[config.mk]
export PLATFORM = sky130hd
export DESIGN_NAME = shmm_front_flat
export DESIGN_NICKNAME = d
export VERILOG_FILES = /design/src/rtl/shmm_pkg.sv /design/src/rtl/shmm_if.sv /design/src/rtl/shmm_front.sv /design/src/flat_wrapper.sv
export SDC_FILE = /design/constraint.sdc
export NUM_CORES = 1
export LEC_CHECK = 0
export ABC_CLOCK_PERIOD_IN_PS = 4550
export BUFFER_PORTS_ARGS = -buffer_cell sky130_fd_sc_hd__buf_2
export CAP_MARGIN = 20
export CORE_MARGIN = 2
export CORE_UTILIZATION = 57
export CTS_CLUSTER_DIAMETER = 100
export DETAILED_ROUTE_END_ITERATION = 16
export PLACE_DENSITY = 0.85
export SYNTH_ARGS = -nofsm -noshare
export SYNTH_HDL_FRONTEND = slang
export SYNTH_SLANG_ARGS = --single-unit
[constraint.sdc]
create_clock -name clk_i -period 4.55 [get_ports clk_i]
set_input_delay 0.455 -clock clk_i [delete_from_list [all_inputs] [get_ports clk_i]]
set_output_delay 0.455 -clock clk_i [all_outputs]
set_load 0.005 [all_outputs]
[src/rtl/shmm_pkg.sv]
// shared types, character constants and text helpers of the hex memory monitor
`default_nettype none

package shmm_pkg;

  // ascii codes used by the parser and the emitter
  localparam logic [7:0] CH_CR    = 8'h0D;
  localparam logic [7:0] CH_LF    = 8'h0A;
  localparam logic [7:0] CH_SPACE = 8'h20;
  localparam logic [7:0] CH_COLON = 8'h3A;
  localparam logic [7:0] CH_UP_D  = 8'h44;
  localparam logic [7:0] CH_LO_D  = 8'h64;
  localparam logic [7:0] CH_UP_E  = 8'h45;
  localparam logic [7:0] CH_LO_E  = 8'h65;
  localparam logic [3:0] NIB_MASK = 4'hF;

  localparam int unsigned ERR_LEN = 34;
  localparam logic [0:ERR_LEN-1][7:0] ERR_TEXT =
    {"Bitte nur D/d oder E/e eingeben!", CH_CR, CH_LF};

  localparam logic [15:0][7:0] HEX_DIGITS = "FEDCBA9876543210";

  // job queue depth
  localparam int unsigned Q_DEPTH = 2;
  localparam int unsigned Q_PTR_W = 1;
  localparam int unsigned Q_CNT_W = 2;

  typedef enum logic [2:0] {
    PH_CMD   = 3'd0,
    PH_RETRY = 3'd1,
    PH_SEP1  = 3'd2,
    PH_ADDR  = 3'd3,
    PH_SEP2  = 3'd4,
    PH_DHI   = 3'd5,
    PH_DLO   = 3'd6
  } phase_e;

  // what follows the optional leading character of a job
  typedef enum logic [1:0] {
    T_NONE  = 2'd0,
    T_ERR   = 2'd1,
    T_DISP  = 2'd2,
    T_WRITE = 2'd3
  } tail_e;

  typedef struct packed {
    logic        echo;
    logic [7:0]  ch;
    tail_e       tail;
    logic [31:0] addr;
    logic [7:0]  data;
  } shmm_job_t;

  function automatic logic [3:0] hex_value(input logic [7:0] c);
    logic [3:0] v;
    v = 4'd0;
    if (c >= "0" && c <= "9") v = 4'(c - "0");
    else if (c >= "A" && c <= "F") v = 4'(c - "A" + 8'd10);
    else if (c >= "a" && c <= "f") v = 4'(c - "a" + 8'd10);
    return v;
  endfunction

  function automatic logic [7:0] hex_char(input logic [3:0] n);
    return HEX_DIGITS[n & NIB_MASK];
  endfunction

  // index of the final tail character
  function automatic logic [5:0] tail_last(input tail_e t);
    logic [5:0] n;
    unique case (t)
      T_ERR:   n = 6'(ERR_LEN - 1);
      T_DISP:  n = 6'd15;
      T_WRITE: n = 6'd1;
      default: n = 6'd0;
    endcase
    return n;
  endfunction

  // display line: CR LF, eight address digits, ": ", two data digits, CR LF
  function automatic logic [7:0] disp_char(input logic [5:0] idx, input logic [31:0] a,
                                           input logic [7:0] b);
    logic [7:0] ch;
    unique case (idx)
      6'd0:    ch = CH_CR;
      6'd1:    ch = CH_LF;
      6'd2:    ch = hex_char(a[31:28]);
      6'd3:    ch = hex_char(a[27:24]);
      6'd4:    ch = hex_char(a[23:20]);
      6'd5:    ch = hex_char(a[19:16]);
      6'd6:    ch = hex_char(a[15:12]);
      6'd7:    ch = hex_char(a[11:8]);
      6'd8:    ch = hex_char(a[7:4]);
      6'd9:    ch = hex_char(a[3:0]);
      6'd10:   ch = CH_COLON;
      6'd11:   ch = CH_SPACE;
      6'd12:   ch = hex_char(b[7:4]);
      6'd13:   ch = hex_char(b[3:0]);
      6'd14:   ch = CH_CR;
      6'd15:   ch = CH_LF;
      default: ch = CH_SPACE;
    endcase
    return ch;
  endfunction

endpackage

`default_nettype wire

[src/rtl/shmm_if.sv]
// valid/ready channel interfaces for received and transmitted characters
`default_nettype none

interface shmm_rx_if;
  logic       valid;
  logic       ready;
  logic [7:0] rx_char;

  modport source (output valid, output rx_char, input ready);
  modport sink   (input valid, input rx_char, output ready);
endinterface


`default_nettype wire

[src/rtl/shmm_front.sv]
// command parser: takes received characters and queues output jobs
`default_nettype none

module shmm_front (
  input  wire logic          clk_i,
  input  wire logic          rst_ni,
  shmm_rx_if.sink            rx_i,
  input  wire logic          init_done_i,
  input  wire logic          full_i,
  output logic               push_o,
  output shmm_pkg::shmm_job_t job_o
);
  import shmm_pkg::*;

  phase_e      phase_q, phase_d;
  logic        is_edit_q, is_edit_d;
  logic [3:0]  digit_count_q, digit_count_d;
  logic [31:0] addr_q, addr_d;
  logic [3:0]  hi_q, hi_d;
  logic        accept;
  logic        job_vld;
  logic [7:0]  c;
  logic [3:0]  hv;
  logic        cmd_ok, cmd_edit;
  logic [31:0] shifted;

  assign rx_i.ready = init_done_i & ~full_i;
  assign accept     = rx_i.valid & rx_i.ready;
  assign push_o     = accept & job_vld;

  always_comb begin
    c        = rx_i.rx_char;
    hv       = hex_value(c);
    cmd_edit = (c == CH_UP_E) || (c == CH_LO_E);
    cmd_ok   = cmd_edit || (c == CH_UP_D) || (c == CH_LO_D);
    shifted  = {addr_q[27:0], hv};

    phase_d       = phase_q;
    is_edit_d     = is_edit_q;
    digit_count_d = digit_count_q;
    addr_d        = addr_q;
    hi_d          = hi_q;
    job_vld       = 1'b0;
    job_o         = '{echo: 1'b1, ch: c, tail: T_NONE, addr: addr_q, data: {hi_q, hv}};

    unique case (phase_q)
      PH_RETRY: begin
        job_vld = 1'b1;
        if (cmd_ok) begin
          is_edit_d = cmd_edit;
          phase_d   = PH_SEP1;
        end else begin
          job_o.tail = T_ERR;
        end
      end
      PH_SEP1: begin
        job_vld       = 1'b1;
        job_o.ch      = CH_SPACE;
        digit_count_d = 4'd0;
        addr_d        = 32'd0;
        phase_d       = PH_ADDR;
      end
      PH_ADDR: begin
        job_vld = 1'b1;
        if (c != CH_CR) begin
          addr_d        = shifted;
          digit_count_d = digit_count_q + 4'd1;
          job_o.addr    = shifted;
        end
        // a CR or the eighth digit closes the address
        if (c == CH_CR || digit_count_q == 4'd7) begin
          if (is_edit_q) begin
            phase_d = PH_SEP2;
          end else begin
            job_o.tail = T_DISP;
            phase_d    = PH_CMD;
          end
        end
      end
      PH_SEP2: begin
        job_vld  = 1'b1;
        job_o.ch = CH_SPACE;
        phase_d  = PH_DHI;
      end
      PH_DHI: begin
        job_vld = 1'b1;
        hi_d    = hv;
        phase_d = PH_DLO;
      end
      PH_DLO: begin
        job_vld    = 1'b1;
        job_o.tail = T_WRITE;
        phase_d    = PH_CMD;
      end
      default: begin
        // waiting for a command; the unused code lands here too
        if (cmd_ok) begin
          is_edit_d = cmd_edit;
          phase_d   = PH_SEP1;
        end else begin
          job_vld    = 1'b1;
          job_o.echo = 1'b0;
          job_o.tail = T_ERR;
          phase_d    = PH_RETRY;
        end
      end
    endcase
  end

  always_ff @(posedge clk_i or negedge rst_ni) begin
    if (!rst_ni) begin
      phase_q       <= PH_CMD;
      is_edit_q     <= 1'b0;
      digit_count_q <= 4'd0;
      addr_q        <= 32'd0;
      hi_q          <= 4'd0;
    end else if (accept) begin
      phase_q       <= phase_d;
      is_edit_q     <= is_edit_d;
      digit_count_q <= digit_count_d;
      addr_q        <= addr_d;
      hi_q          <= hi_d;
    end
  end

endmodule

`default_nettype wire

[src/flat_wrapper.sv]
// flat-port wrapper written by rule: the top's interface ports become plain ports
module shmm_front_flat import shmm_pkg::*;
  (clk_i, rst_ni, init_done_i, full_i, push_o, job_o, rx_i_valid, rx_i_rx_char, rx_i_ready);
  shmm_rx_if rx_i_i ();
  input  wire logic clk_i;
  input  wire logic rst_ni;
  input  wire logic init_done_i;
  input  wire logic full_i;
  output logic push_o;
  output shmm_pkg::shmm_job_t job_o;
  input wire logic [$bits(rx_i_i.valid)-1:0] rx_i_valid;
  input wire logic [$bits(rx_i_i.rx_char)-1:0] rx_i_rx_char;
  output wire logic [$bits(rx_i_i.ready)-1:0] rx_i_ready;
  assign rx_i_i.valid = rx_i_valid;
  assign rx_i_i.rx_char = rx_i_rx_char;
  assign rx_i_ready = rx_i_i.ready;
  shmm_front u_core (.clk_i(clk_i), .rst_ni(rst_ni), .rx_i(rx_i_i), .init_done_i(init_done_i), .full_i(full_i), .push_o(push_o), .job_o(job_o));
endmodule
Word level (Yosys, flattened, before mapping)
Cells that the tools add are included.
{"block": "word_totals", "reg_bits": 44, "latch_bits": 0, "ramBits": 0, "mem_bits_ro": 0, "in_bits": 13, "out_inout_bits": 53, "word_cells": 77, "n_memories": 0}
{"block": "classes", "add_sub_neg": 6, "n_mul": 0, "n_div": 0, "magnitude_cmp": 6, "eq_ne": 16, "shifts": 0, "mux": 22, "bitwise_logic": 5, "n_reduce_logical": 17}
{"operator": "$mux W32", "n": 2}
{"operator": "$pmux W32 S2", "n": 1}
{"operator": "$eq A8 B7 Y1 const B", "n": 4}
{"operator": "$pmux W3 S6", "n": 1}
{"operator": "$ge A8 B7 Y1 const B", "n": 2}
{"operator": "$le A8 B7 Y1 const B", "n": 2}
{"operator": "$mux W4", "n": 4}
{"operator": "$sub A4 B1 Y4 const B", "n": 3}
{"operator": "$eq A3 B3 Y1 const B", "n": 3}
{"operator": "$mux W3", "n": 3}
{"operator": "$reduce_and A3 Y1", "n": 3}
{"operator": "$add A4 B4 Y4 const B", "n": 2}
{"operator": "$eq A8 B4 Y1 const B", "n": 1}
{"operator": "$ge A8 B6 Y1 const B", "n": 1}
{"operator": "$le A8 B6 Y1 const B", "n": 1}
{"operator": "$mux W8", "n": 1}
{"operator": "$ne A8 B4 Y1 const B", "n": 1}
{"operator": "$pmux W4 S2", "n": 1}
{"operator": "$eq A3 B2 Y1 const B", "n": 2}
{"operator": "$mux W2", "n": 3}
{"operator": "$ne A2 B1 Y1 const B", "n": 3}
{"operator": "$pmux W2 S3", "n": 1}
{"operator": "$reduce_or A6 Y1", "n": 1}
{"operator": "$mux W1", "n": 5}
{"operator": "other kinds (12)", "n": 21}

Depth between registers and ports, before layout
{"block": "logic_depth", "ltp_word": 7, "mapped_depth": 9, "depth_no_buf": 7}

Worst setup path before layout
No wires, ideal clock.
{"block": "synth_path", "kind": "input -> output", "startpoint": "input rx_i_rx_char[1]", "endpoint": "output job_o[12] (netlist name)", "t_arrival_ns": 1.886, "required_ns": 4.095, "setup_slack_ns": 2.209, "path_stages": 6, "n_path_buf": 1, "cell_sequence": "inv_1 ha_1 nor4b_2 a41oi_2 buf_2 mux2_1"}
{"item": "start: declaration", "line_no": "flat_wrapper.sv:12", "rtl": "input wire logic [$bits(rx_i_i.rx_char)-1:0] rx_i_rx_char;"}
{"item": "end: declaration", "line_no": "flat_wrapper.sv:10", "rtl": "output shmm_pkg::shmm_job_t job_o;"}

==> results.py <==
metrics = {
    "routing": {
        "met1_length_mm": 2.64,
        "highest_layer": "met4",
        "met3_length_um": 252,
        "wirelength_mm": 5.55,
        "drtIter0Drc": 162,
        "drt-wirelength-per-cell_um": 15.9,
        "vias": 2088,
        "drtAntennaViolNets": 0,
        "drc": 0,
        "avgViaCountPerCell": 5.98,
        "wl_met2_mm": 2.61,
        "first_pass_iters": 4,
    },
    "yosys": {
        "async_flop_share_pct": 100,
        "synth_nets": 253,
        "syn_area_per_cell_um2": 10.9,
        "synth_top_area_share_pct": 42.9,
        "synth.largest_area_cell": "dfrtp_1",
        "synth-edff-count": 0,
        "synth_area_leaders": "dfrtp_1 43%, mux2_1 13%, a22o_1 11%",
        "yosysWarnings": 0,
        "synth.yosys.seq_area_share_pct": 42.9,
        "syn_area_um2": 2560,
        "synth_cell_types": 50,
        "synthFlopType": "dfrtp_1",
        "synthCells": 235,
        "ys_seq_elements": 44,
    },
    "cts": {
        "clk_path_buf_depth": 2,
        "cts_resized": 0,
        "cts_buffers": 5,
        "htree_levels": 2,
        "clkTransAtPathRegs_ns": 0.09,
        "cts_root_buf": "clkbuf_8",
        "insertion_delay_ns": 0.30,
        "holdBufCountCts": 0,
        "post_cts_buffers": 0,
        "cts_tree": "done",
        "clock_sinks": 44,
    },
    "sta": {
        "skew_ns": 0.00586,
        "setup_violations": 0,
        "final.period_utilization_pct": 63.6,
        "worst_slack_ns": 1.66,
        "post-route-min-period_ns": 2.89,
        "tightestPinTransition_ns": 0.857,
        "relSlewSlack_pct": 42.8,
        "whs_ns": 0.496,
        "rsz0062_at_grt": "false",
        "finalHoldViolCount": 0,
        "max_freq_mhz": 346,
        "fin_tns_setup_ns": 0,
        "drv_slew": 0,
    },
    "pwr": {
        "vdd_drop_max_uv": 136,
        "power_density_nw_per_um2": 265,
        "p_leak_nw": 1.61,
    },
    "setup_path": {
        "cpPeakStageDelay_ns": 0.62,
        "end_kind": "output pin",
        "crit_buf_inv": 2,
        "slowest_stage": "dfrtp_1",
        "cp_data_required_time_ns": 4.09,
        "path_delay_family": "flip-flops",
        "critPathLaunchType": "flip-flop",
        "crit_chain": "nand3b_1 > a41oi_4 > buf_4 > mux2_1 > buf_2",
        "reg2reg_from": "u_core.phase_q[1]$_DFFE_PN0P_",
        "arrival_ns": 2.44,
        "r2r_slack_ns": 2.24,
        "path_class": "reg2out",
        "r2r_cells": 6,
        "rr_endpoint": "u_core.phase_q[0]$_DFFE_PN0P_",
        "cp_max_fo": 35,
    },
    "cells_and_area": {
        "diodes": 0,
        "nets": 314,
        "nFillCells": 339,
        "area_growth_pct": 19.3,
        "drive_gt1_share_pct": 31.0,
    },
    "grt": {
        "antenna_found_initial": 0,
        "grt_pass1_vias": 1914,
        "grt_pass1_wl_mm": 9.38,
        "grt_usage_pct": 23.0,
        "grt-ovfl-total": 0,
        "grt_max_degree": 45,
    },
    "min_path": {
        "hp-start": "u_core.hi_q[0]$_DFFE_PN0P_",
        "hold_class": "reg2reg",
        "hold_depth": 1,
        "min_to": "u_core.hi_q[0]$_DFFE_PN0P_",
    },
    "placement": {
        "portBuffers": 65,
        "hpwl_mm": 3.80,
        "gp_congestion": 0.827,
        "pre_cts_ws_ns": 1.58,
    },
    "die": {
        "die_y_um": 71.1,
        "start_util_pct": 58.9,
        "pin_count": 66,
        "die-area_um2": 5050,
        "die_x_um": 71.1,
        "core_um2": 4350,
        "num_rows": 24,
    },
    "status": {
        "status": "finished clean",
    },
    "job": {
        "cap_violations": 0,
    },
}
## worst max-delay path by stage
stage / endpoint / startpoint / cells after the start / slack [ns]
detailed placement: u_core.addr_q[28]$_DFFE_PN0P_ / rx_i_rx_char[1] / 8 / 1.58
floorplan: job_o[12] / rx_i_rx_char[1] / 6 / 2.21
finish: job_o[23] / u_core.phase_q[1]$_DFFE_PN0P_ / 5 / 1.66
global placement: u_core.addr_q[20]$_DFFE_PN0P_ / rx_i_rx_char[1] / 8 / 1.65
CTS: job_o[39] / u_core.phase_q[1]$_DFFE_PN0P_ / 5 / 1.65
global route: job_o[23] / u_core.phase_q[1]$_DFFE_PN0P_ / 5 / 1.51
## synth_stat cells, drive strengths merged, types with 2 or more instances
cell / number
a21o: 2
inv: 6
ha: 5
nor2: 13
buf: 9
nand3: 4
dfrtp: 44
a21oi: 9
nand2: 11
o21a: 5
nor3: 3
o31ai: 2
a22o: 32
nor2b: 8
nand3b: 3
clkbuf: 7
mux2: 35
o21ai: 11
nor3b: 2
## through the flow
step	util (%)	std cells	instance area [µm²]	total power, mW
2_1_floorplan	-	235	2560	0.469
3_3_place_gp	66.9	339	2910	0.502
3_5_place_dp	66.9	339	2910	0.505
4_1_cts	69.5	347	3030	0.814
5_1_grt	70.2	349	3060	0.842
6_report	70.2	349	3060	0.809
## final cells by class
cell class / count / area, µm² / share of cell area, %
clock buffers: 5 / 68.8 / 2.25
clock inverters: 3 / 46.3 / 1.51
inverters: 6 / 22.5 / 0.736
multi-input cells: 169 / 1380 / 45.0
flip-flops and latches: 44 / 1100 / 36.0
well taps: 52 / 65.1 / 2.13
repair buffers: 70 / 378 / 12.4
## cells by family (layout without fill, tap and decap cells)
| kind of cell | after synthesis | count (layout) | synth area share [%] |
|---|---|---|---|
| xor+xnor | 1 | 1 | 0.342 |
| mux | 36 | 36 | 15.8 |
| compound gates | 73 | 73 | 22.6 |
| fa+ha+maj | 5 | 5 | 2.44 |
| buf+inv | 22 | 84 | 4.00 |
| flops | 44 | 44 | 42.9 |
| simple gates | 54 | 54 | 11.9 |
## sequential cells by signal (all words and copies together), names as in the netlist
| signal | flops |
|---|---|
| u_core.is_edit_q | 1 |
| u_core.addr_q | 32 |
| u_core.digit_count_q | 4 |
| u_core.phase_q | 3 |
| u_core.hi_q | 4 |
## layout by cell type, fill, tap and decap left out, types with 2 or more instances in the layout
cell type  instances
clkbuf_8           5
nor2b_1            8
nand2_1           11
mux2_1            29
mux2_2             6
buf_2             65
dfrtp_1           44
nand3b_1           3
nor3b_1            2
inv_1              4
nand3_1            4
inv_2              2
nor2_1            12
a22o_1            32
nor3_1             2
o31ai_1            2
ha_1               5
o21a_1             5
o21ai_0            4
a21o_1             2
o21ai_1            7
a21oi_1            8
buf_4              3
## worst reg2reg max path: cells and delay by family (launching register included)
family | cells | cell delay (ns)
buffers and inverters | 1 | 0.43
and+or+nand+nor | 1 | 0.32
DFF | 1 | 0.62
AOI/OAI and AO/OA | 4 | 0.85
## report_power, final
part / internal, mW / total (mW) / switching (mW) / leakage, nW
clock network: 0.165 / 0.310 / 0.144 / 0.0548
logic: 0.0389 / 0.0966 / 0.0577 / 0.946
registers: 0.394 / 0.403 / 0.00870 / 0.609
## routing by layer
| layer | track usage [%] | up-vias |
|---|---|---|
| met4 | 5.03 | 0 |
| met5 | 0 | - |
| met3 | 4.42 | 7 |
| met1 | 33.4 | 1019 |
| met2 | 36.3 | 60 |
| li1 | - | 1002 |
Note: power is estimated with default switching activity, not from simulation.
