<file path="config.mk">
export PLATFORM = sky130hd
export DESIGN_NAME = shmm_fifo
export DESIGN_NICKNAME = d
export VERILOG_FILES = /design/src/rtl/shmm_pkg.sv /design/src/rtl/shmm_fifo.sv
export SDC_FILE = /design/constraint.sdc
export NUM_CORES = 1
export LEC_CHECK = 0
export BUFFER_PORTS_ARGS = -buffer_cell sky130_fd_sc_hd__buf_2
export CAP_MARGIN = 20
export CORE_ASPECT_RATIO = 0.7
export CORE_MARGIN = 2
export CORE_UTILIZATION = 45
export DETAILED_ROUTE_END_ITERATION = 16
export GPL_TIMING_DRIVEN = 0
export PLACE_DENSITY = 0.73
export REMOVE_ABC_BUFFERS = 1
export SLEW_MARGIN = 20
export SYNTH_ARGS = -nofsm -noshare
export SYNTH_HDL_FRONTEND = slang
export SYNTH_SLANG_ARGS = --single-unit
export TNS_END_PERCENT = 50
</file>
<file path="constraint.sdc">
create_clock -name clk_i -period 8.9 [get_ports clk_i]
set_input_delay 1.78 -clock clk_i [delete_from_list [all_inputs] [get_ports clk_i]]
set_output_delay 1.78 -clock clk_i [all_outputs]
set_load 0.05 [all_outputs]
</file>
<file path="src/rtl/shmm_pkg.sv">
// shared types, character constants and text helpers of the hex memory monitor
`default_nettype none

package shmm_pkg;

  // ascii codes used by the parser and the emitter
  localparam logic [7:0] CH_CR    = 8'h0D;
  localparam logic [7:0] CH_LF    = 8'h0A;
  localparam logic [7:0] CH_SPACE = 8'h20;
  localparam logic [7:0] CH_COLON = 8'h3A;
  localparam logic [7:0] CH_UP_D  = 8'h44;
  localparam logic [7:0] CH_LO_D  = 8'h64;
  localparam logic [7:0] CH_UP_E  = 8'h45;
  localparam logic [7:0] CH_LO_E  = 8'h65;
  localparam logic [3:0] NIB_MASK = 4'hF;

  localparam int unsigned ERR_LEN = 34;
  localparam logic [0:ERR_LEN-1][7:0] ERR_TEXT =
    {"Bitte nur D/d oder E/e eingeben!", CH_CR, CH_LF};

  localparam logic [15:0][7:0] HEX_DIGITS = "FEDCBA9876543210";

  // job queue depth
  localparam int unsigned Q_DEPTH = 2;
  localparam int unsigned Q_PTR_W = 1;
  localparam int unsigned Q_CNT_W = 2;

  typedef enum logic [2:0] {
    PH_CMD   = 3'd0,
    PH_RETRY = 3'd1,
    PH_SEP1  = 3'd2,
    PH_ADDR  = 3'd3,
    PH_SEP2  = 3'd4,
    PH_DHI   = 3'd5,
    PH_DLO   = 3'd6
  } phase_e;

  // what follows the optional leading character of a job
  typedef enum logic [1:0] {
    T_NONE  = 2'd0,
    T_ERR   = 2'd1,
    T_DISP  = 2'd2,
    T_WRITE = 2'd3
  } tail_e;

  typedef struct packed {
    logic        echo;
    logic [7:0]  ch;
    tail_e       tail;
    logic [31:0] addr;
    logic [7:0]  data;
  } shmm_job_t;

  function automatic logic [3:0] hex_value(input logic [7:0] c);
    logic [3:0] v;
    v = 4'd0;
    if (c >= "0" && c <= "9") v = 4'(c - "0");
    else if (c >= "A" && c <= "F") v = 4'(c - "A" + 8'd10);
    else if (c >= "a" && c <= "f") v = 4'(c - "a" + 8'd10);
    return v;
  endfunction

  function automatic logic [7:0] hex_char(input logic [3:0] n);
    return HEX_DIGITS[n & NIB_MASK];
  endfunction

  // index of the final tail character
  function automatic logic [5:0] tail_last(input tail_e t);
    logic [5:0] n;
    unique case (t)
      T_ERR:   n = 6'(ERR_LEN - 1);
      T_DISP:  n = 6'd15;
      T_WRITE: n = 6'd1;
      default: n = 6'd0;
    endcase
    return n;
  endfunction

  // display line: CR LF, eight address digits, ": ", two data digits, CR LF
  function automatic logic [7:0] disp_char(input logic [5:0] idx, input logic [31:0] a,
                                           input logic [7:0] b);
    logic [7:0] ch;
    unique case (idx)
      6'd0:    ch = CH_CR;
      6'd1:    ch = CH_LF;
      6'd2:    ch = hex_char(a[31:28]);
      6'd3:    ch = hex_char(a[27:24]);
      6'd4:    ch = hex_char(a[23:20]);
      6'd5:    ch = hex_char(a[19:16]);
      6'd6:    ch = hex_char(a[15:12]);
      6'd7:    ch = hex_char(a[11:8]);
      6'd8:    ch = hex_char(a[7:4]);
      6'd9:    ch = hex_char(a[3:0]);
      6'd10:   ch = CH_COLON;
      6'd11:   ch = CH_SPACE;
      6'd12:   ch = hex_char(b[7:4]);
      6'd13:   ch = hex_char(b[3:0]);
      6'd14:   ch = CH_CR;
      6'd15:   ch = CH_LF;
      default: ch = CH_SPACE;
    endcase
    return ch;
  endfunction

endpackage

`default_nettype wire

</file>
<file path="src/rtl/shmm_fifo.sv">
// two-entry job queue between parser and emitter
`default_nettype none

module shmm_fifo (
  input  wire logic                 clk_i,
  input  wire logic                 rst_ni,
  input  wire logic                 push_i,
  input  wire shmm_pkg::shmm_job_t  job_i,
  input  wire logic                 pop_i,
  output shmm_pkg::shmm_job_t       job_o,
  output logic                      empty_o,
  output logic                      full_o
);
  import shmm_pkg::*;

  shmm_job_t            entry_q [Q_DEPTH];
  logic [Q_PTR_W-1:0]   wr_q, rd_q;
  logic [Q_CNT_W-1:0]   cnt_q;

  assign empty_o = (cnt_q == Q_CNT_W'(0));
  assign full_o  = (cnt_q == Q_CNT_W'(Q_DEPTH));
  assign job_o   = entry_q[rd_q];

  always_ff @(posedge clk_i) begin
    if (push_i) entry_q[wr_q] <= job_i;
  end

  always_ff @(posedge clk_i or negedge rst_ni) begin
    if (!rst_ni) begin
      wr_q  <= '0;
      rd_q  <= '0;
      cnt_q <= '0;
    end else begin
      if (push_i) wr_q <= wr_q + Q_PTR_W'(1);
      if (pop_i)  rd_q <= rd_q + Q_PTR_W'(1);
      unique case ({push_i, pop_i})
        2'b10:   cnt_q <= cnt_q + Q_CNT_W'(1);
        2'b01:   cnt_q <= cnt_q - Q_CNT_W'(1);
        default: cnt_q <= cnt_q;
      endcase
    end
  end

endmodule

`default_nettype wire

</file>
# Yosys cells after proc, flatten, opt, wreduce, memory -nomap -nowiden
# Memories as Yosys holds them, arrays and structs flattened.
# Index checks and enable logic that the tools add are counted.
# Widths: inputs -> output; s select.
# op_classes
n_mux,3
eq_ne,3
n_reduce_logical,2
add_sub_neg,4
# op_table
op,n
$eq 2x2->1 const B,2
$pmux 2 s2,1
$add 1x1->1 const B,2
$add 2x1->2 const B,1
$eq 2x1->1 const B,1
$logic_not 2->1,1
$mux 1,2
$reduce_bool 2->1,1
$sub 2x1->2 const B,1
# totals
n_memories,1
elab_cells,16
in_bits,55
mem_bits_rw,102
out_inout_bits,53
ff_bits,4
# memory_table
memory,words,width,rd,rd_clocked_by_memory_dff,write_ports,line,rtl
entry_q,2,51,1,0,1,shmm_fifo.sv:16,shmm_job_t entry_q [Q_DEPTH];

# Logic depth before layout (Yosys ltp)
# Gate-level depths: netlist of run 1.
# logic_depth
depth_word,2
depth_mapped,5
mapped_depth_nobuf,5

# Worst setup path after synthesis of run 1
# No wires, ideal clock.
# synth_path
path_type,input port to flip-flop
start,input port push_i
end,"memory entry_q[0][0] in the netlist's numbering, enable pin"
setup_ns,0.461
path_buffers,0
arrival_ns,3.979
stages,2
slack_ns,4.460
path_cell_list,inv_1 > nor2_1
# synth_between
elab_chain_len,2
# synth_rtl
element,line,rtl
start: declaration,shmm_fifo.sv:7,"input wire logic push_i,"
$mux 1,shmm_fifo.sv:25,if (push_i) entry_q[wr_q] <= job_i;
$mux 1 (implied by the code),shmm_fifo.sv:25,
end: declaration,shmm_fifo.sv:16,
# Every way passes these cells.

==> reports/results.txt, run 1 <==
Layout overhead on the synthesized area = 22.28%
Worst Clk Skew = 0.008631 ns
Leading cell types in the layout, fill and taps excluded = 107 x sky130_fd_sc_hd__buf_2, 102 x sky130_fd_sc_hd__edfxtp_1, 49 x sky130_fd_sc_hd__mux2_4
Number of global-route vias before repair = 2,046
Sum of overflow across all layers after global routing = 0
Library cell used as clock root buffer = sky130_fd_sc_hd__clkbuf_16
Power per standard cell area = 371.1 mW/mm^2
Depth of the CTS H-tree = 3
Max-capacitance violation count = 0
Final weighted congestion of routability-driven global placement = 0.7007
Endpoint kind of the worst setup timing path = output pin
Total CTS buffers = 9
Final setup viols = 0
Worst path arrival time = 1.95 ns
Floorplan die width = 118.3 um
Number of design-rule violations left by the first detailed-router iteration = 101
Required time worst endpoint = 7.12 ns
Crit path launch type = flip-flop
Mapped cell area = 0.004116 sq mm
Maximum VDD drop = 0.2105 mV
Post-detailed-route via-to-cell ratio = 4.635
Portion of the post-synthesis area used by sequential elements = 76.84%
Remaining routing DRC violations = 0
Count of inserted antenna diode cells = 0
Count of final max-slew check failures = 0
Average wire per standard cell = 15.48 um
Worst-path fanout max = 28
Share of cells above drive strength 1 = 59.66%
Number of standard cells after synthesis = 175
Combined global-route utilization of all metal layers = 13.75%
DPL Wire Length = 4316 um
Netlist cell types = 13
Standard cell core area = 0.008962 sq mm
Worst Hold Margin = 0.4826 ns
Number of search-and-repair iterations in the first detailed-routing pass = 4
I/O Pins = 108
Die Footprint = 0.009941 sq mm
Most common cell after layout, fill and taps aside = sky130_fd_sc_hd__buf_2
Setup repair after global routing missed its margin = no
Routed wire length = 6485 um
TritonCTS Sinks = 106
Final hold viol count = 0
First-pass GRT wire length = 10,070 um
Die Height = 84.02 um
Vias = 1,942
Peak Freq = 268.4 MHz
Rel. slew slack = 52.88%
LEAKAGE = 2.027 nW
Status = finished, final reports clean
Number of port buffers = 107
Fin nets = 346
Class of the tightest hold or removal check = flip-flop to flip-flop
Worst Tran Pin Value = 0.7068 ns
Post-Syn Area per Cell = 23.52 sq um
Detail Route Antenna Nets = 0
Maximum clock path buffer count = 2
Initial cell density of the core = 45.93%
Pin count of the biggest net entering global routing = 52
Post-route minimum period = 3.725 ns
Post CTS Setup Buffer Count = 0
Post-CTS Hold Fix Bufs = 0
Post-cts sizing count = 0
Number of register bits inferred by synthesis = 106
Clock slew at reported path FFs = 0.07 ns
Antenna violations before repair = 0
Clk_lat worst skew = 0.34 ns
Category of the most critical setup path = flip-flop to output pin
Clock tree from TritonCTS = built
Number of warnings reported in the yosys synthesis log = 0
Row cnt = 29
Final sum of negative setup slack = 0 ns
Final period utilization = 41.86%
cell type report:
type | instances | area (sq um)
clock inverter | 5 | 31.28
fill | 730 | 3929
tap | 124 | 155.1
clock buffer | 11 | 232.7
sequential | 106 | 3167
timing repair buffer | 110 | 595.6
multi-input combinational | 62 | 848.3
inverter | 1 | 3.754
metrics by stage:
stage	power (mW)	setup WS, ns	util, %	cells	area (sq um)
floorplan	1.384	4.460	-	169	4005
global placement	1.549	3.109	52.39	400	4696
detailed placement	1.540	5.524	53.22	403	4770
CTS	1.892	5.144	56.16	419	5034
global route	1.944	5.092	56.16	419	5034
finish	1.868	5.175	56.16	419	5034
where the power goes:
part | internal (mW) | switching, mW
clock network | 0.188 | 0.160
logic | 0.268 | 0.527
registers | 0.665 | 0.0601
total | 1.12 | 0.747
metal layers:
layer / wire length (um) / track usage [%] / up-vias
met5: 0 / 0 / -
met3: 683 / 7.787 / 8
met4: 89 / 4.929 / 0
met1: 2685 / 15.95 / 939
met2: 3027 / 21.44 / 81
li1: - / - / 914
sequential cells by signal, summed over array words and instances (netlist names):
register  cells
cnt_q         2
entry_q     102
rd_q          1
wr_q          1
final timing paths:
check                          from              to  slack [ns]  depth (start not counted)
hold reg to reg            cnt_q[1]        cnt_q[1]        0.48                          1
min in group asynchronous    rst_ni        cnt_q[1]        1.23                          1
max in group asynchronous    rst_ni            rd_q        7.54                          1
hold / removal             cnt_q[1]        cnt_q[1]        0.48                          1
setup reg to reg               wr_q  entry_q[1][28]        7.42                          1
setup / recovery               rd_q       job_o[15]        5.17                          3
cells by family (layout without fill, tap and decap cells):
logic type	Yosys count	in the layout	synth area share [%]
buffers and inverters	7	127	2.796
flip-flops	106	106	76.84
adder cells (fa/ha/maj)	1	1	0.3039
AND/OR/NAND/NOR	5	5	0.5777
multiplexers	51	51	18.42
XOR/XNOR	5	5	1.064
synthesized netlist by cell type, drive strengths merged:
library cell / instances / share of area [%]
and2: 1 / 0.15
buf: 6 / 2.7
dfrtp: 4 / 2.4
edfxtp: 102 / 74
ha: 1 / 0.30
inv: 1 / 0.091
mux2: 51 / 18
nor2: 3 / 0.27
nor2b: 1 / 0.15
xnor2: 2 / 0.43
xor2: 3 / 0.64
worst max-delay path: stages, from the launching register on:
cell and delay, ns:
sky130_fd_sc_hd__dfrtp_4 0.74, sky130_fd_sc_hd__buf_12 0.30, sky130_fd_sc_hd__mux2_4 0.33, sky130_fd_sc_hd__buf_2 0.21
(Power assumes the default switching activity.)
==> run 2: changes to the inputs <==
ABC_AREA = 1   (was unset)
PLACE_DENSITY = 0.76   (was 0.73)
clock period = 3.3 ns   (was 8.9 ns; I/O delays follow)
==> run 2 against run 1 <==
Sequential share of layout area grew 0.81 points. First-iteration DRC count shrank 14%. Hold slack lost 0.37 ns. Setup slack lost 4.4 ns. Flip-flop and latch count is the same. Critical endpoint is now job_o[20].
==> reports/results.txt, run 2 <==
Routed wire length = 6766 um
Maximum clock path buffer count = 2
Layout overhead on the synthesized area = 24.05%
Leading cell types in the layout, fill and taps excluded = 107 x sky130_fd_sc_hd__buf_2, 102 x sky130_fd_sc_hd__edfxtp_1, 56 x sky130_fd_sc_hd__inv_1, 56 x sky130_fd_sc_hd__nand2_1, 47 x sky130_fd_sc_hd__o21ai_0
Post-CTS Hold Fix Bufs = 0
RR Endpoint = entry_q[1][42]
CP Capture Point = job_o[20]
Detail Route Antenna Nets = 0
Ys async rst share = 3.774%
Remaining routing DRC violations = 0
Most used DFF post-synth = sky130_fd_sc_hd__edfxtp_1
Antenna violations before repair = 0
Depth of the CTS H-tree = 3
Ranking of synthesized cells by area = sky130_fd_sc_hd__edfxtp_1 76%, sky130_fd_sc_hd__o21ai_0 5.9%, sky130_fd_sc_hd__inv_1 5.3%
Required time worst endpoint = 2.64 ns
Cell area after layout = 0.004970 sq mm
Post-detailed-route via-to-cell ratio = 4.481
Setup repair after global routing missed its margin = no
Finished Layout Cells = 526
Sequence of cells on the critical path = buf_12 -> nand2_1 -> o21ai_0 -> buf_2
Average wire per standard cell = 12.86 um
Pin count of the biggest net entering global routing = 54
Count of final max-slew check failures = 0
Worst path arrival time = 1.83 ns
Slowest cell on the critical path = sky130_fd_sc_hd__dfrtp_4
Worst Hold Margin = 0.1157 ns
Post-Syn Area per Cell = 13.81 sq um
Number of port buffers = 107
Maximum VDD drop = 0.5678 mV
Pre-CTS setup slack = 1.169 ns
Post-synth top area share = 76.45%
First-pass GRT wire length = 10,780 um
Leading cell types by count after synthesis = 102 x sky130_fd_sc_hd__edfxtp_1, 57 x sky130_fd_sc_hd__inv_1, 56 x sky130_fd_sc_hd__nand2_1
Worst r2r src = wr_q
Number of search-and-repair iterations in the first detailed-routing pass = 4
Number of warnings reported in the yosys synthesis log = 0
Category of the most critical setup path = flip-flop to output pin
Clk_lat worst skew = 0.33 ns
Library cell used as clock root buffer = sky130_fd_sc_hd__clkbuf_16
Number of register bits inferred by synthesis = 106
Post-cts sizing count = 0
Share of cells above drive strength 1 = 31.28%
Final hold viol count = 0
Crit path launch type = flip-flop
Largest registers in the final layout = entry_q x102, cnt_q x2
Number of standard cells after synthesis = 290
Worst Tran Pin Value = 0.5752 ns
Row cnt = 28
LEAKAGE = 2.125 nW
Number of flip-flops under the largest register name = 102
Largest register by flop count = entry_q
Die Footprint = 0.009686 sq mm
Max-capacitance violation count = 0
Synth area leader = sky130_fd_sc_hd__edfxtp_1
Post CTS Setup Buffer Count = 0
I/O Pins = 108
TritonCTS Sinks = 106
Number of design-rule violations left by the first detailed-router iteration = 87
Post-route minimum period = 2.490 ns
Rel. slew slack = 61.60%
Worst-path fanout max = 53
Count of inserted antenna diode cells = 0
Status = finished, final reports clean
Post-layout util = 58.14%
Worst Clk Skew = 0.003993 ns
Placed cell count = 510
Number of fill cells = 700
Number of flops mapped to enable cells by yosys = 102
Fin nets = 457
Worst R2R Path Depth = 3
Clock slew at reported path FFs = 0.06 ns
Reg2Reg Setup Slack = 1.78 ns
Cell area after placement = 0.004681 sq mm
Final setup viols = 0
Die Height = 82.95 um
Number of global-route vias before repair = 2,357
Final sum of negative setup slack = 0 ns
Floorplan die width = 116.8 um
Clock tree from TritonCTS = built
DPL Wire Length = 4621 um
Sum of overflow across all layers after global routing = 0
Mapped cell area = 0.004006 sq mm
Initial cell density of the core = 46.87%
Standard cell core area = 0.008548 sq mm
Combined global-route utilization of all metal layers = 14.48%
Total CTS buffers = 9
Peak Freq = 401.7 MHz
Final period utilization = 75.44%
Worst path setup slack after routing = 0.8104 ns
Power after layout = 5.121 mW
Portion of the post-synthesis area used by sequential elements = 78.95%
Worst stage delay on the critical path = 0.73 ns
Critical path startpoint = rd_q
Final weighted congestion of routability-driven global placement = 0.7277
Power per standard cell area = 1031 mW/mm^2
Netlist cell types = 15
Vias = 2,357
Class of the tightest hold or removal check = input pin to async pin
Endpoint kind of the worst setup timing path = output pin
Most common cell after layout, fill and taps aside = sky130_fd_sc_hd__buf_2
Most frequently used cell type in the post-synthesis netlist = sky130_fd_sc_hd__edfxtp_1
==> run 2: cells by family after synthesis <==
group	after synthesis	synth area share, %
AO/OA/AOI/OAI	51	6.371
XOR/XNOR	3	0.6560
adder cells (fa/ha/maj)	1	0.3123
buffers and inverters	68	7.901
flip-flops	106	78.95
AND/OR/NAND/NOR	61	5.809
==> run 2: power by group <==
group	internal [mW]	switching [mW]	total, mW	leakage, nW
clock	0.589	0.435	1.02	0.129
combinational	0.447	1.70	2.15	0.992
sequential	1.79	0.158	1.95	1.00
==> run 2: cell type report <==
| type | count | area, sq um | share of cell area (%) |
|---|---|---|---|
| Multi-Input combinational cell | 116 | 534.3 | 10.75 |
| Inverter | 57 | 214.0 | 4.305 |
| Sequential cell | 106 | 3167 | 63.72 |
| Clock buffer | 12 | 236.5 | 4.758 |
| Timing Repair Buffer | 111 | 615.6 | 12.39 |
| Clock inverter | 4 | 52.55 | 1.057 |
| Tap cell | 120 | 150.1 | 3.021 |
==> run 2: worst min path at each step <==
stage | start | to | depth (start not counted)
after floorplan | rst_ni | cnt_q[0] | 0
after detailed placement | rst_ni | wr_q | 1
after CTS | rst_ni | wr_q | 1
after global placement | rst_ni | rd_q | 1
final | rst_ni | wr_q | 1
after global routing | rst_ni | cnt_q[0] | 1
==> run 2: critical path: cells and delay by family, from the launching register on <==
kind / cells / cell delay (ns)
DFF: 1 / 0.73
and+or+nand+nor: 1 / 0.07
buffers and inverters: 2 / 0.59
AOI/OAI and AO/OA: 1 / 0.10
==> run 2: metal layers <==
metal  vias to the layer above  part of all wire (%)  track usage (%)  wire, um
li1                       1190                     -                -         -
met1                      1078                    42            17.62      2859
met2                        80                    47            23.02      3194
met3                         9                   9.2            6.496       624
met4                         0                   1.3            4.813        87
met5                         -                     0                0         0
==> run 3: changes to the inputs <==
ABC_AREA = 0   (was 1)
PLACE_DENSITY = 0.75   (was 0.76)
clock period = 2.2 ns   (was 3.3 ns; I/O delays follow)
==> run 3 against run 2 <==
First-iteration DRC count down 11%. Flip-flop and latch count unchanged. Die area up 2.6%. Setup slack worse by 0.67 ns. Critical path depth down 1. Hold slack better by 0.18 ns. Design area up 3.2%. Clock skew up 0.0010 ns.
==> reports/results.txt, run 3 (synthesis gave the netlist of run 1 again) <==
Routed wire length = 6445 um
Number of fill cells = 701
Status = finished, final reports clean
Sequence of cells on the critical path = buf_4 -> mux2_4 -> buf_2
Total CTS buffers = 9
Count of inserted antenna diode cells = 0
Number of flip-flops under the largest register name = 102
Max-capacitance violation count = 0
Depth of the CTS H-tree = 3
Standard cell core area = 0.008962 sq mm
I/O Pins = 108
Maximum clock path buffer count = 2
Number of global-route vias before repair = 2,002
Largest register by flop count = entry_q
Critical path startpoint = rd_q
Startpoint of the worst hold path = job_i[43]
Endpoint kind of the worst setup timing path = output pin
Category of cells accounting for the largest share of critical-path delay = flip-flops
First-pass GRT wire length = 10,170 um
RR Endpoint = entry_q[1][50]
Power after layout = 7.870 mW
Maximum VDD drop = 0.8395 mV
Final sum of negative setup slack = 0 ns
Post-detailed-route via-to-cell ratio = 4.630
Peak Freq = 484.8 MHz
Category of the most critical setup path = flip-flop to output pin
Worst R2R Path Depth = 1
Final weighted congestion of routability-driven global placement = 0.7017
Final period utilization = 93.77%
Switching component of the power = 3.053 mW
Worst Tran Pin Value = 0.6967 ns
Post-route minimum period = 2.063 ns
TritonCTS Sinks = 106
Remaining routing DRC violations = 0
DPL Wire Length = 4291 um
Leading cell types in the layout, fill and taps excluded = 107 x sky130_fd_sc_hd__buf_2, 102 x sky130_fd_sc_hd__edfxtp_1, 49 x sky130_fd_sc_hd__mux2_4
Share of cells above drive strength 1 = 60.40%
Post-layout util = 57.21%
Worst path setup slack after routing = 0.1372 ns
Internal power of the cells = 4.817 mW
Power per standard cell area = 1535 mW/mm^2
Area of the multi-input gates = 848.3 sq um
Pre-CTS setup slack = 0.1209 ns
Part of the total power dissipated in sequential elements = 35.9%
Clock tree from TritonCTS = built
Slowest cell on the critical path = sky130_fd_sc_hd__dfrtp_4
Die Height = 84.02 um
Initial cell density of the core = 45.93%
Largest registers in the final layout = entry_q x102, cnt_q x2
Vias = 1,954
Layout overhead on the synthesized area = 24.56%
Clock network power share = 21.1%
Library cell used as clock root buffer = sky130_fd_sc_hd__clkbuf_16
Footprint of the flip-flops and latches = 0.003167 sq mm
Row cnt = 29
Antenna violations before repair = 0
Fin nets = 349
Final setup viols = 0
Worst path arrival time = 1.62 ns
Class of the tightest hold or removal check = input pin to flip-flop
Die Footprint = 0.009941 sq mm
Buf/Inv on CP = 2
Clk_lat worst skew = 0.33 ns
CP Capture Point = job_o[25]
Combined global-route utilization of all metal layers = 13.60%
Sum of overflow across all layers after global routing = 0
Pin count of the biggest net entering global routing = 52
Stages on worst setup path = 3
Required time worst endpoint = 1.76 ns
Rel. slew slack = 53.56%
Worst Clk Skew = 0.005022 ns
Worst stage delay on the critical path = 0.51 ns
Reg2Reg Setup Slack = 0.75 ns
LEAKAGE = 2.077 nW
Final hold viol count = 0
Clock slew at reported path FFs = 0.07 ns
Detail Route Antenna Nets = 0
Switch share = 38.80%
Most common cell after layout, fill and taps aside = sky130_fd_sc_hd__buf_2
Number of port buffers = 107
Setup repair after global routing missed its margin = no
Worst r2r src = wr_q
Number of search-and-repair iterations in the first detailed-routing pass = 4
Crit path launch type = flip-flop
Number of design-rule violations left by the first detailed-router iteration = 77
Average wire per standard cell = 15.27 um
Share of power burned in combinational logic = 43.0%
Worst-path fanout max = 12
Count of final max-slew check failures = 0
Floorplan die width = 118.3 um
[run 3: per-layer routing]
metal | up-vias | routed length, um | global-route usage [%]
met1 | 951 | 2849 | 16.35
met5 | - | 0 | 0
li1 | 920 | - | -
met2 | 74 | 2940 | 21.70
met3 | 9 | 578 | 6.557
met4 | 0 | 76 | 4.272
[run 3: worst min-delay path by stage]
stage / end / depth (start not counted) / slack, ns
3_3_place_gp: rd_q / 1 / 0.25
4_1_cts: entry_q[0][25] / 1 / 0.28
5_1_grt: entry_q[0][21] / 1 / 0.27
2_1_floorplan: cnt_q[0] / 0 / 0.14
6_report: entry_q[0][43] / 1 / 0.29
3_5_place_dp: cnt_q[1] / 1 / 0.25
[run 3: layout make-up]
type	instances	share of cell area (%)
clock buffer	10	4.466
clock inverter	6	1.733
inverter	1	0.07321
multi-input combinational	62	16.54
sequential	106	61.76
tap	124	3.026
timing repair buffer	113	12.40
[run 3: through the flow]
step	instances	area [sq um]	hold slack, ns
CTS	422	5127	0.2766
global placement	400	4696	0.2470
floorplan	169	4005	0.1444
finish	422	5127	0.2924
global route	422	5127	0.2714
detailed placement	403	4777	0.2504
[run 3: power groups by stage]
| stage | clock (mW) | sequential [mW] | combinational (mW) |
|---|---|---|---|
| after global placement | 0 | 3.10 | 3.03 |
| final | 1.66 | 2.82 | 3.38 |
| after CTS | 1.71 | 2.83 | 3.43 |
| after detailed placement | 0 | 2.99 | 3.24 |
| after floorplan | 0 | 3.02 | 2.58 |
| after global routing | 1.78 | 2.87 | 3.53 |
[run 3: repair_timing]
item                                   CTS  global route
gates resized for setup                  0             0
setup endpoints to repair               26             0
endpoints found under the hold margin    4             0
setup buffers                            2             0
hold buffers                             1             0
